**config.mk**
```make
export PLATFORM = sky130hd
export DESIGN_NAME = nsgq_ctrl
export DESIGN_NICKNAME = d
export VERILOG_FILES = /design/src/hw/rtl/nsgq_pkg.sv /design/src/hw/rtl/nsgq_ctrl.sv
export SDC_FILE = /design/constraint.sdc
export NUM_CORES = 1
export LEC_CHECK = 0
export ABC_CLOCK_PERIOD_IN_PS = 1900
export BUFFER_PORTS_ARGS = -buffer_cell sky130_fd_sc_hd__clkbuf_2
export CORE_MARGIN = 2
export CORE_UTILIZATION = 45
export CTS_CLUSTER_DIAMETER = 100
export DETAILED_ROUTE_END_ITERATION = 6
export PLACE_DENSITY = 0.7
export SLEW_MARGIN = 30
export SYNTH_ARGS = -nofsm -noshare
export SYNTH_HDL_FRONTEND = slang
export SYNTH_SLANG_ARGS = --single-unit
```
**constraint.sdc**
```tcl
create_clock -name clk -period 1.9 [get_ports clk]
set_clock_uncertainty 0.2 [all_clocks]
set_input_delay 0.095 -clock clk [delete_from_list [all_inputs] [get_ports clk]]
set_output_delay 0.095 -clock clk [all_outputs]
set_load 0.01 [all_outputs]
```
**src/hw/rtl/nsgq_pkg.sv**
```systemverilog
// ----------------------------------------------------------------------------
// nsgq_pkg
// Shared constants, types and the gray-level quantizer function.
// ----------------------------------------------------------------------------
package nsgq_pkg;

  // frame store geometry
  localparam int SRC_WIDTH_MAX  = 512;
  localparam int SRC_HEIGHT_MAX = 512;
  localparam int STORE_DEPTH    = SRC_WIDTH_MAX * SRC_HEIGHT_MAX;
  localparam int STORE_AW       = (STORE_DEPTH > 1) ? $clog2(STORE_DEPTH) : 1;

  // field widths
  localparam int DIM_W  = 10;
  localparam int LVL_W  = 9;
  localparam int PIX_W  = 8;
  localparam int PROD_W = 2 * DIM_W;
  localparam int CFG_IW = 3;

  // divider: quotient always fits DIM_W bits, one bit per step
  localparam int DIV_STEPS = DIM_W;
  localparam int CNT_W     = $clog2(DIV_STEPS);

  // result status codes
  localparam logic [1:0] ST_READ  = 2'd0;
  localparam logic [1:0] ST_WRITE = 2'd1;
  localparam logic [1:0] ST_RANGE = 2'd2;

  // operation codes
  localparam logic OP_WRITE = 1'b0;
  localparam logic OP_READ  = 1'b1;

  // configuration register indexes
  typedef enum logic [CFG_IW-1:0] {
    CFG_SRC_WIDTH   = 3'd0,
    CFG_SRC_HEIGHT  = 3'd1,
    CFG_DST_WIDTH   = 3'd2,
    CFG_DST_HEIGHT  = 3'd3,
    CFG_GRAY_LEVELS = 3'd4
  } cfg_idx_t;

  // divider axis
  localparam logic AXIS_ROW = 1'b0;
  localparam logic AXIS_COL = 1'b1;

  // controller -> datapath commands
  typedef struct packed {
    logic load_item;   // capture accepted item
    logic mul;         // form product and seed divider
    logic axis;        // row or column mapping
    logic div_step;    // one restoring-divide step
    logic div_last;    // final step: store quotient
    logic addr;        // form store address
    logic mem;         // store write or read
    logic out_load;    // load result register
    logic out_fail;    // result is range error
  } dp_cmd_t;

  // datapath -> controller status
  typedef struct packed {
    logic is_read;
    logic req_ok;
    logic map_ok;
    logic out_free;
  } dp_stat_t;

  // quantize: level rounded down to 2^k and clamped to k = 1..7, then
  // (pix >> (8-k)) * (255 / (2^k - 1))
  function automatic logic [PIX_W-1:0] quantize(input logic [PIX_W-1:0] pix,
                                                input logic [LVL_W-1:0] req);
    logic [2:0]         shift;
    logic [PIX_W-1:0]   gain;
    logic [PIX_W-1:0]   lvl_idx;
    logic [2*PIX_W-1:0] prod;
    begin
      if (req >= 9'd128) begin
        shift = 3'd1; gain = 8'd2;
      end else if (req >= 9'd64) begin
        shift = 3'd2; gain = 8'd4;
      end else if (req >= 9'd32) begin
        shift = 3'd3; gain = 8'd8;
      end else if (req >= 9'd16) begin
        shift = 3'd4; gain = 8'd17;
      end else if (req >= 9'd8) begin
        shift = 3'd5; gain = 8'd36;
      end else if (req >= 9'd4) begin
        shift = 3'd6; gain = 8'd85;
      end else begin
        shift = 3'd7; gain = 8'd255;
      end
      lvl_idx = pix >> shift;
      prod    = lvl_idx * gain;
      quantize = prod[PIX_W-1:0];
    end
  endfunction

endpackage

```
**src/hw/rtl/nsgq_ctrl.sv**
```systemverilog
// ----------------------------------------------------------------------------
// nsgq_ctrl
// Sequencer: range check, two divides on the shared divider for reads, store access, result hand-off.
// ----------------------------------------------------------------------------
module nsgq_ctrl (
  input  logic               clk,
  input  logic               rst_n,
  input  logic               in_valid,
  output logic               in_ready,
  input  nsgq_pkg::dp_stat_t stat,
  output nsgq_pkg::dp_cmd_t  cmd
);

  typedef enum logic [7:0] {
    S_IDLE  = 8'b0000_0001,
    S_CHECK = 8'b0000_0010,
    S_MUL   = 8'b0000_0100,
    S_DIV   = 8'b0000_1000,
    S_ADDR  = 8'b0001_0000,
    S_MEM   = 8'b0010_0000,
    S_DONE  = 8'b0100_0000,
    S_FAIL  = 8'b1000_0000
  } state_t;

  state_t                     state_r, state_nxt;
  logic                       axis_r, axis_nxt;
  logic [nsgq_pkg::CNT_W-1:0] cnt_r, cnt_nxt;
  logic                       div_last;

  assign div_last = (cnt_r == nsgq_pkg::CNT_W'(nsgq_pkg::DIV_STEPS - 1));
  // no item is taken while reset is held
  assign in_ready = (state_r == S_IDLE) && rst_n;

  // next state and command decode
  always_comb begin
    state_nxt = state_r;
    axis_nxt  = axis_r;
    cnt_nxt   = cnt_r;
    cmd       = '0;
    cmd.axis  = axis_r;
    case (state_r)
      S_IDLE: begin
        if (in_valid) begin
          cmd.load_item = 1'b1;
          state_nxt     = S_CHECK;
        end
      end
      S_CHECK: begin
        axis_nxt = nsgq_pkg::AXIS_ROW;
        if (!stat.req_ok) begin
          state_nxt = S_FAIL;
        end else if (stat.is_read) begin
          state_nxt = S_MUL;
        end else begin
          state_nxt = S_ADDR;
        end
      end
      S_MUL: begin
        cmd.mul   = 1'b1;
        cnt_nxt   = '0;
        state_nxt = S_DIV;
      end
      S_DIV: begin
        cmd.div_step = 1'b1;
        cmd.div_last = div_last;
        cnt_nxt      = cnt_r + 1'b1;
        if (div_last) begin
          if (axis_r == nsgq_pkg::AXIS_ROW) begin
            axis_nxt  = nsgq_pkg::AXIS_COL;
            state_nxt = S_MUL;
          end else begin
            state_nxt = S_ADDR;
          end
        end
      end
      S_ADDR: begin
        cmd.addr = 1'b1;
        if (stat.is_read && !stat.map_ok) begin
          state_nxt = S_FAIL;
        end else begin
          state_nxt = S_MEM;
        end
      end
      S_MEM: begin
        cmd.mem   = 1'b1;
        state_nxt = S_DONE;
      end
      S_DONE: begin
        if (stat.out_free) begin
          cmd.out_load = 1'b1;
          state_nxt    = S_IDLE;
        end
      end
      S_FAIL: begin
        if (stat.out_free) begin
          cmd.out_load = 1'b1;
          cmd.out_fail = 1'b1;
          state_nxt    = S_IDLE;
        end
      end
      default: begin
        state_nxt = S_IDLE;
      end
    endcase
  end

  // state registers
  always_ff @(posedge clk) begin
    if (!rst_n) begin
      state_r <= S_IDLE;
      axis_r  <= nsgq_pkg::AXIS_ROW;
      cnt_r   <= '0;
    end else begin
      state_r <= state_nxt;
      axis_r  <= axis_nxt;
      cnt_r   <= cnt_nxt;
    end
  end

endmodule

```
; ---- After elaboration in Yosys (flattened, before gate mapping)
; Cells that the tools add are included.
[totals]
reg_bits = 13
output_inout_bits = 10
word_cells = 45
inputBits = 7
[op_classes]
reduce_logical = 8
add_sub_neg = 1
n_mux = 21
eq_ne = 12
[op_table]
columns = operator, n
row1 = case mux 8 bit (7 select lines), 1
row2 = two-way mux 8 bit, 5
row3 = two-way mux 5 bit, 2
row4 = "== test 8 x 1 -> 1 bit, second input constant", 1
row5 = "== test 8 x 2 -> 1 bit, second input constant", 1
row6 = "== test 8 x 3 -> 1 bit, second input constant", 1
row7 = "== test 8 x 4 -> 1 bit, second input constant", 1
row8 = "== test 8 x 5 -> 1 bit, second input constant", 1
row9 = "== test 8 x 6 -> 1 bit, second input constant", 1
row10 = "== test 8 x 7 -> 1 bit, second input constant", 1
row11 = "== test 8 bit, second input constant", 1
row12 = two-way mux 1 bit, 8
row13 = case mux 4 bit (2 select lines), 1
row14 = "adder 4 x 1 -> 4 bit, second input constant", 1
row15 = "== test 4 bit, second input constant", 1
row16 = two-way mux 2 bit, 2
row17 = "inequality test 2 bit, second input constant", 2
row18 = case mux 1 bit (2 select lines), 2
row19 = nonzero test 2 bit, 2
row20 = AND reduction 3 bit, 1
row21 = logical AND 1 bit, 2
row22 = "inequality test 2 x 1 -> 1 bit, second input constant", 1
row23 = AND reduction 2 bit, 1
row24 = OR reduction 2 bit, 1
row25 = zero test 1 bit, 1

; ---- Depth between registers and ports, before layout
; Gate-level depths: netlist of the first run.
[depth]
ltp_word = 4
mapped_depth = 6
ltp_nobuf = 6

; ---- Least setup slack after synthesis of the first run
; Ideal clock, no wire load.
[synth_path]
kind = flip-flop to flip-flop
start = register state_r[2]
end = register state_r[7]
stages_incl_launch_ff = 6
period_less_slack_ps = 1803
setup_time_ps = 75
n_path_buf = 1
arrival_time_ps = 1528
setup_slack_ps = 97
path_cell_list = dfxtp_1 buf_6 or4_4 nor4_4 nand3b_1 a31oi_1
[synth_between]
elab_chain_len = 4
elab_cells_between_ends = 14
classes_between = 11 x eq/ne / 1 x mux / 2 x reduce/logical
[synth_rtl]
columns = item, line
row1 = start: declaration, nsgq_ctrl.sv:25  ; state_t state_r, state_nxt;
row2 = start signal: assignment, nsgq_ctrl.sv:114  ; state_r <= state_nxt;
row3 = == test 8 bit or == test 8 x 7 -> 1 bit (tied branches), nsgq_ctrl.sv:41  ; case (state_r)
row4 = OR reduction 2 bit (no line), --
row5 = inequality test 2 x 1 -> 1 bit (no line), --
row6 = AND reduction 3 bit (no line), --
; Several ways; a longest one is shown, not always the timed one.
; A chain may end at the register's enable or synchronous reset.

==> impl_metrics.ini, run 1 <==
[power]
power.share.clock_pct = 32.8
cellPowerDensity_nw_per_um2 = 517
switching_share_pct = 28.0
p_sw_mw = 0.157
peakVddDrop_mv = 0.363
pwr-share-seq_pct = 50.8
comb_power_share_pct = 16.4
p_int_mw = 0.404
power_leakage_nw = 0.493

[die]
die_w_um = 47.1
io_pins = 17
initial_utilization_pct = 48.3
coreArea_um2 = 1730
dieArea_um2 = 2220
fp.dieH_um = 47.1
rows = 15

[critical_path]
rr_worst_depth = 5
end_kind = output port
worst_path_dominant_cell_family = simple AND/OR/NAND/NOR gates
cp_max_fo = 6
cpPeakStageDelay_ps = 340
cp-start-kind = flip-flop
arrival_ps = 1670
critPathKind = flip-flop to output port
timing.rr.start = state_r[2]
required_ps = 1600
cp_num_buf_inv = 2
slowest_stage = dfxtp_2
crit_start = state_r[2]
timing.rr.end = state_r[4]
rrSetupSlack_ps = -60
crit_chain = buf_4 -> nor2_1 -> nand4_1 -> nor3b_1 -> clkbuf_2

[clock_tree]
worstSkewPairLatency_ps = 290
htreeDepth = 1
clk_path_buf_depth = 2
cts_buffers = 3
cts_tree = yes
cts_sinks = 13
clkTransAtPathRegs_ps = 80
cts_root_buf = clkbuf_4

[final_layout]
final_cells = 153
syn2layout_area_growth_pct = 30.0
mostFrequentLayoutCells = clkbuf_2 (15), nor2_1 (10), dfxtp_1 (10), buf_4 (10)
final_common_cell = clkbuf_2
layout-drive-gt1-share_pct = 31.3
insertedDiodeCount = 0
final_nets = 138
fin_util_pct = 62.8

[placement]
dpl.cell_count = 139
pre_cts_slack_ps = 65.1
globalplace.congestion = 0.879
numPortBuffers = 16
post-dp-hpwl_mm = 1.42

[synth]
synth_nets = 106
synth_fa_ha_area_share_pct = 3.00
ys_warn_count = 0
synth_cells = 97
synth_seq_cells = 13
syn_area_um2 = 835
yosys.area.top_type = dfxtp_1
synth_xor_area_share_pct = 4.20
synth_compound_area_share_pct = 15.1
muxShareOfSynthArea_pct = 0
synth_area_per_cell_um2 = 8.60
synth_top_family_by_area = simple AND/OR/NAND/NOR gates
synthDistinctLibCells = 41
synth_area_leaders = dfxtp_1 (31%), nor2_1 (4.5%), xor2_1 (3.1%)
yosysTopAreaCellShare_pct = 31.2
yosys.area_share.simple_pct = 38.7
ys_seq_area_share_pct = 31.2

[global_route]
grt_pass1_vias = 696
grt-ovfl-total = 0
grtUsageTotal_pct = 21.3
antenna_found_initial = 0
grt_pass1_wl_mm = 3.22
grt_max_degree = 15

[drt]
wl_met3_um = 74
drcViolationCount = 0
ant_nets = 0
drt_first_pass_iters = 4
met1_length_mm = 1.02
maxUsedRoutingLayer = met4
drt-total-wl_mm = 2.13
via_per_inst = 5.45
wl_met2_um = 990
first_iter_violations = 12
vias = 834
wl_per_cell_um = 13.9

[sta]
setup_viol = 6
layout_setup_ws_ps = -65.8
worst_pin_slew_ps = 386
grt_setup_unrepaired = yes
slew_headroom_pct = 74.0
hold_viol_final = 0
fin_crit_sh_pct = 103
slew_violations = 0
timing.fmax_mhz = 509
period_needed_ps = 1970

[worst_hold_path]
hold_path_class = primary input to flip-flop
min_from = stat[0]
hold_end = state_r[6]
hold_path_depth = 4

[job]
drv_cap = 0

[run_status]
outcome = complete, but fails checks
violations = setup timing
==> power by group through the flow <==
stage / sequential, mW / combinational (mW) / clock [mW]
after global routing: 0.286 / 0.0984 / 0.192
after global placement: 0.290 / 0.0699 / 0
final: 0.285 / 0.0918 / 0.184
after floorplan: 0.289 / 0.0476 / 0
after CTS: 0.284 / 0.0878 / 0.187
after detailed placement: 0.290 / 0.0714 / 0
==> cell usage after synthesis <==
cell type / n
nand3b_1: 2
or2_1: 2
inv_1: 6
nor4b_4: 1
o22a_1: 1
and3_1: 3
nor4_2: 1
nand2b_1: 2
xnor2_1: 1
o211ai_1: 2
or3_1: 1
a32oi_1: 1
a31o_1: 1
a21o_1: 1
dfxtp_1: 13
and2_1: 1
nor2b_1: 3
ha_1: 2
buf_6: 1
buf_2: 1
nand4_1: 2
and3b_1: 2
xor2_1: 3
clkinv_1: 1
nand3_1: 5
a21oi_1: 4
nand2_1: 3
or4_4: 1
nor2_1: 10
nor3_1: 4
o211a_1: 1
a41oi_1: 1
o21ai_0: 1
a2bb2oi_1: 2
a31oi_1: 1
nor3b_1: 1
nor4_4: 1
buf_4: 3
nand4b_1: 2
o21ai_1: 2
nor4b_2: 1
==> metrics by stage <==
step	cell area (um2)	total power, mW	setup TNS [ps]	hold slack (ps)
after floorplan	835	0.337	0	40.9
after global placement	952	0.360	0	154
after detailed placement	952	0.362	0	154
after CTS	1050	0.559	-223	17.2
after global routing	1080	0.577	-714	41.6
final	1080	0.561	-284	17.4
==> kinds of logic after synthesis <==
family,Yosys count
and+or+nand+nor,48
AOI/OAI and AO/OA,18
DFF,13
buffers and inverters,12
xor gates and xnor gates,4
adders and majority gates,2
==> worst max path at each step <==
stage / end / slack [ps] / cells after the start
floorplan: state_r[7] / 100 / 5
global placement: state_r[4] / 110 / 4
detailed placement: state_r[4] / 70 / 4
CTS: cmd[2] / -70 / 5
global route: cmd[2] / -130 / 5
finish: cmd[0] / -70 / 5
==> area by class of cell <==
class	instances	area (um2)
tap	25	31.3
multi-input combinational	72	520
timing repair buffer	32	216
clock buffer	4	26.3
inverter	7	26.3
fill	161	642
sequential	13	264
==> flip-flops by register name, indices dropped and copies added (netlist names) <==
name / flops
state_r: 8
cnt_r: 4
axis_r: 1
==> worst min-delay path, cell delays in order <==
cell      delay [ps]
clkbuf_2         120
nor4b_4           60
o21ai_1          110
a21oi_1           70
==> layer usage <==
metal	track usage [%]	up-vias
li1	-	414
met5	0	-
met3	2.31	6
met2	34.0	19
met1	28.3	395
met4	11.1	0
==> repair_timing <==
action / 4_1_cts / 5_1_grt
buffers inserted: 1 / 4
pin swaps: 2 / 1
gates resized for setup: 5 / 3
hold buffers: 5 / 0
gates cloned: 0 / 0
hold endpoints to repair: 10 / 0
setup endpoints to repair: 3 / 11
(Power assumes the default switching activity.)
==> inputs of run 2 (changes only) <==
--- a/config.mk
+++ b/config.mk
@@ -11,7 +11,7 @@
 export CORE_UTILIZATION = 45
 export CTS_CLUSTER_DIAMETER = 100
 export DETAILED_ROUTE_END_ITERATION = 6
-export PLACE_DENSITY = 0.7
+export PLACE_DENSITY = 0.75
 export SLEW_MARGIN = 30
 export SYNTH_ARGS = -nofsm -noshare
 export SYNTH_HDL_FRONTEND = slang
==> run 2 against run 1 <==
The run still ends with setup timing left; clock power shrank 3%; first-iteration DRC count increased by 58%; sequential share of layout area decreased by 0.59 points; utilization increased by 2.5 points; register-to-register slack about the same; die area unchanged; count of clock-buffer cells in the layout did not move; maximum frequency decreased by 0.93%; largest cell class unchanged; combinational power increased by 3.9%.
==> impl_metrics.ini, run 2 (synthesis gave the netlist of run 1 again) <==
[drt]
vias = 856
via_per_inst = 5.52
ant_nets = 0
drt-total-wl_mm = 2.19
first_iter_violations = 19
drcViolationCount = 0
drt_first_pass_iters = 4
wl_per_cell_um = 14.1

[die]
io_pins = 17
fp.dieH_um = 47.1
rows = 15
initial_utilization_pct = 48.3
die_w_um = 47.1
dieArea_um2 = 2220
coreArea_um2 = 1730

[clock_tree]
clkTransAtPathRegs_ps = 90
cts_tree = yes
cts_buffers = 3
cts_root_buf = clkbuf_4
cts_sinks = 13
htreeDepth = 1
clk_path_buf_depth = 2
worstSkewPairLatency_ps = 280

[final_layout]
fillers = 143
largest_reg_flops = 8
final_nets = 140
insertedDiodeCount = 0
multiInputGateArea_um2 = 541
final_common_cell = clkbuf_2
layout-drive-gt1-share_pct = 35.4
seqCellArea_um2 = 268
top_register = state_r
reg_top3 = state_r: 8 flops, cnt_r: 4 flops, axis_r: 1 flops
mostFrequentLayoutCells = clkbuf_2 (15), buf_4 (11), nor2_1 (9), dfxtp_1 (9)
final_area_um2 = 1130
syn2layout_area_growth_pct = 35.1

[sta]
setup_viol = 5
slew_violations = 0
setup_tns_ps = -230
slew_headroom_pct = 73.1
period_needed_ps = 1980
hold_viol_final = 0
grt_setup_unrepaired = yes
worst_pin_slew_ps = 403
fin_crit_sh_pct = 104
layout_setup_ws_ps = -84.4
timing.fmax_mhz = 504

[critical_path]
cp_max_fo = 4
cp-endpoint = cmd[2]
crit_chain = or4_4 -> nor3_4 -> nand3b_1 -> inv_1 -> clkbuf_2
arrival_ps = 1690
cp-start-kind = flip-flop
rr_worst_depth = 5
timing.rr.end = state_r[0]
timing.rr.start = state_r[3]
crit_start = state_r[3]
critPathKind = flip-flop to output port
rrSetupSlack_ps = -70
slowest_stage = or4_4
cpPeakStageDelay_ps = 590
end_kind = output port
required_ps = 1600

[global_route]
grt_max_degree = 15
grt_pass1_vias = 724
grt_pass1_wl_mm = 3.37
grt-ovfl-total = 0
antenna_found_initial = 0
grtUsageTotal_pct = 21.3

[run_status]
violations = setup timing
outcome = complete, but fails checks

[worst_hold_path]
hold_path_class = primary input to flip-flop

[placement]
pre_cts_slack_ps = 90.7
numPortBuffers = 16
globalplace.congestion = 0.817
post-dp-hpwl_mm = 1.46
place_area_um2 = 945

[power]
p_int_mw = 0.404
peakVddDrop_mv = 0.398
pwr-share-seq_pct = 50.9
power_leakage_nw = 0.514
comb_power_share_pct = 17.1
switching_share_pct = 27.4
p_sw_mw = 0.152
cellPowerDensity_nw_per_um2 = 494
power.share.clock_pct = 32.0

[job]
drv_cap = 0
==> run 2: changes by cell type in the layout (fill, tap and decap cells not counted) <==
cell             delta
nor2_1              -1
buf_4               +1
dfxtp_4             +1
nor4_4              +1
o21ai_2             +1
dfxtp_1             -1
and3_1              -1
nor4_2              -1
nor2_2              +1
o21ai_1             -1
clkdlybuf4s15_2     +1
and3_4              +1
==> run 2: stage by stage <==
step / hold WS [ps] / cells / utilization, % / power, mW
3_3_place_gp: 155 / 138 / 54.7 / 0.359
6_report: 36.2 / 155 / 65.3 / 0.557
2_1_floorplan: 40.9 / 97 / - / 0.337
5_1_grt: 53.4 / 155 / 65.3 / 0.579
3_5_place_dp: 151 / 138 / 54.7 / 0.361
4_1_cts: 36.8 / 149 / 61.2 / 0.546
==> run 2: timing repair <==
item | CTS | global route
hold buffers | 5 | 0
resized for setup | 6 | 8
endpoints found under the hold margin | 5 | 0
cloned | 0 | 1
buffers inserted | 2 | 5
setup endpoints to repair | 3 | 12
pin swaps | 2 | 2
==> run 2: power groups by stage <==
stage | Combinational (mW) | Sequential [mW] | Clock [mW]
after global routing | 0.102 | 0.284 | 0.192
after detailed placement | 0.0707 | 0.291 | 0
final | 0.0954 | 0.283 | 0.178
after CTS | 0.0877 | 0.284 | 0.174
after global placement | 0.0690 | 0.290 | 0
after floorplan | 0.0476 | 0.289 | 0
==> run 2: area by class of cell <==
type / instances / area share [%]
clock buffer: 4 / 2.33
inverter: 7 / 2.33
multi-input combinational: 72 / 47.9
sequential: 13 / 23.8
tap: 25 / 2.77
timing repair buffer: 34 / 20.9
==> run 2: worst max-delay path: cells and delay by family, from the launching register on <==
kind,cells,cell delay (ps)
buffers and inverters,2,180
and+or+nand+nor,3,880
DFF,1,350
==> run 2: worst min-delay path by stage <==
| stage | end | from | slack, ps | cells after the start |
|---|---|---|---|---|
| final | state_r[6] | stat[0] | 40 | 4 |
| after global routing | state_r[7] | stat[0] | 50 | 4 |
| after CTS | state_r[7] | stat[0] | 40 | 4 |
| after detailed placement | state_r[1] | in_valid | 150 | 2 |
| after global placement | state_r[1] | in_valid | 150 | 2 |
| after floorplan | state_r[1] | in_valid | 40 | 1 |
==> run 2: layer usage <==
metal | wire length [um] | GRT usage, % | vias up | share of wire (%)
li1 | - | - | 416 | -
met5 | 0 | 0 | - | 0
met1 | 982 | 29.5 | 407 | 45
met2 | 1110 | 35.3 | 31 | 51
met4 | 4 | 3.89 | 0 | 0.18
met3 | 93 | 3.46 | 2 | 4.2
==> inputs of run 3 (changes only) <==
==> config.mk (replaced) <==
export PLATFORM = sky130hd
export DESIGN_NAME = nsgq_ctrl
export DESIGN_NICKNAME = d
export VERILOG_FILES = /design/src/hw/rtl/nsgq_pkg.sv /design/src/hw/rtl/nsgq_ctrl.sv
export SDC_FILE = /design/constraint.sdc
export NUM_CORES = 1
export LEC_CHECK = 0
export ABC_CLOCK_PERIOD_IN_PS = 2100
export BUFFER_PORTS_ARGS = -buffer_cell sky130_fd_sc_hd__clkbuf_2
export CORE_MARGIN = 2
export CORE_UTILIZATION = 52
export CTS_CLUSTER_DIAMETER = 100
export DETAILED_ROUTE_END_ITERATION = 6
export PLACE_DENSITY = 0.81
export SLEW_MARGIN = 20
export SYNTH_ARGS = -nofsm -noshare
export SYNTH_HDL_FRONTEND = slang
export SYNTH_SLANG_ARGS = --single-unit
==> constraint.sdc (replaced) <==
create_clock -name clk -period 2.1 [get_ports clk]
set_clock_uncertainty 0.2 [all_clocks]
set_input_delay 0.105 -clock clk [delete_from_list [all_inputs] [get_ports clk]]
set_output_delay 0.105 -clock clk [all_outputs]
set_load 0.01 [all_outputs]
==> run 3 against run 2 <==
The flow now finishes without violations; sequential power shrank 8.8%; combinational power shrank 22%; die area shrank 12%; design area shrank 10%; cell count shrank 12%; global-route usage grew 1.1 points; critical path type unchanged; largest cell class unchanged; largest power group unchanged; highest routed layer unchanged.
==> impl_metrics.ini, run 3 (synthesis gave the netlist of run 1 again) <==
[run_status]
outcome = complete, no violations

[critical_path]
end_kind = output port
cp-start-kind = flip-flop
cpPeakStageDelay_ps = 560
required_ps = 1790
critPathKind = flip-flop to output port
cp_max_fo = 10
arrival_ps = 1730
crit_chain = or4_4 -> nor4_4 -> clkbuf_2
slowest_stage = or4_4

[sta]
slew_headroom_pct = 71.7
setup_tns_ps = 0
hold_ws_ps = 37.7
hold_viol_final = 0
fin_crit_sh_pct = 96.8
worst_pin_slew_ps = 424
period_needed_ps = 2030
timing.fmax_mhz = 492
slew_violations = 0
grt_setup_unrepaired = yes
setup_viol = 0

[drt]
via_per_inst = 5.72
vias = 784
drt_first_pass_iters = 4
ant_nets = 0
first_iter_violations = 14
wl_met2_um = 987
maxUsedRoutingLayer = met4
drt-total-wl_mm = 1.97
met1_length_um = 851
wl_met3_um = 122
wl_per_cell_um = 14.4
drcViolationCount = 0

[die]
rows = 14
die_w_um = 44.1
initial_utilization_pct = 55.4
io_pins = 17
coreArea_um2 = 1510
dieArea_um2 = 1940
fp.dieH_um = 44.1

[clock_tree]
worstSkewPairLatency_ps = 280
htreeDepth = 1
cts_tree = yes
cts_root_buf = clkbuf_4
cts_buffers = 3
clkTransAtPathRegs_ps = 80
cts_sinks = 13
clk_path_buf_depth = 2

[power]
power_leakage_nw = 0.462
power_mw = 0.491
power.share.clock_pct = 32.3
switching_share_pct = 26.6
p_int_mw = 0.361
cellPowerDensity_nw_per_um2 = 486
peakVddDrop_mv = 0.285
comb_power_share_pct = 15.1
pwr-share-seq_pct = 52.6
p_sw_mw = 0.131

[global_route]
grt_pass1_wl_mm = 3.12
grt-ovfl-total = 0
antenna_found_initial = 0
grt_pass1_vias = 724
grtUsageTotal_pct = 22.4
grt_max_degree = 15

[placement]
place_area_um2 = 903
numPortBuffers = 16
post-dp-hpwl_mm = 1.43
globalplace.congestion = 0.831

[final_layout]
insertedDiodeCount = 0
layout-drive-gt1-share_pct = 24.8
reg_top3 = state_r: 8 flops, cnt_r: 4 flops, axis_r: 1 flops
final_nets = 131
top_register = state_r
largest_reg_flops = 8
mostFrequentLayoutCells = clkbuf_2 (16), dfxtp_1 (11), nor2_1 (10)
syn2layout_area_growth_pct = 21.3
final_area_um2 = 1010
final_common_cell = clkbuf_2

[worst_hold_path]
hold_path_class = primary input to flip-flop

[job]
drv_cap = 0
run 3: worst paths after layout:
kind / startpoint / endpoint / slack (ps) / cells past startpoint
worst min-delay path: stat[0] / state_r[7] / 40 / 4
worst max register to register: state_r[4] / state_r[1] / 150 / 5
worst max-delay path: state_r[3] / cmd[3] / 70 / 3
worst min register to register: cnt_r[3] / cnt_r[3] / 320 / 2
run 3: critical path, delay by kind of cell (launching register included):
family / cells / cell delay [ps]
and+or+nand+nor: 2 / 860
DFF: 1 / 400
buffers and inverters: 1 / 190
run 3: routing by layer:
metal  vias to the layer above  GRT usage (%)
met2                        26           37.1
met4                         0           10.9
li1                        395              -
met3                         2           2.45
met5                         -              0
met1                       361           29.0
run 3: what timing repair did:
item / in CTS / in global routing
hold buffers: 6 / 0
endpoints found under the setup margin: 1 / 3
buffers inserted: 0 / 2
resized for setup: 1 / 2
endpoints found under the hold margin: 5 / 0
run 3: metrics by stage:
step                      utilization, %  cells  setup slack [ps]
after floorplan                        -     97               297
after global placement              60.0    125               292
after detailed placement            60.0    125               223
after CTS                           66.0    135              34.0
after global routing                67.2    137             -17.2
final                               67.2    137              67.2
run 3: power by group through the flow:
stage	logic (mW)	clock network, mW	registers [mW]
global placement	0.0604	0	0.263
detailed placement	0.0618	0	0.264
floorplan	0.0431	0	0.262
CTS	0.0725	0.162	0.258
finish	0.0744	0.159	0.258
global route	0.0823	0.169	0.259
run 3: final cells by class:
| type | instances | area (um2) |
|---|---|---|
| fillers | 122 | 494 |
| repair buffers | 25 | 163 |
| clock buffers | 4 | 26.3 |
| well taps | 16 | 20.0 |
| inverters | 7 | 26.3 |
| flip-flops and latches | 13 | 263 |
| multi-input cells | 72 | 514 |
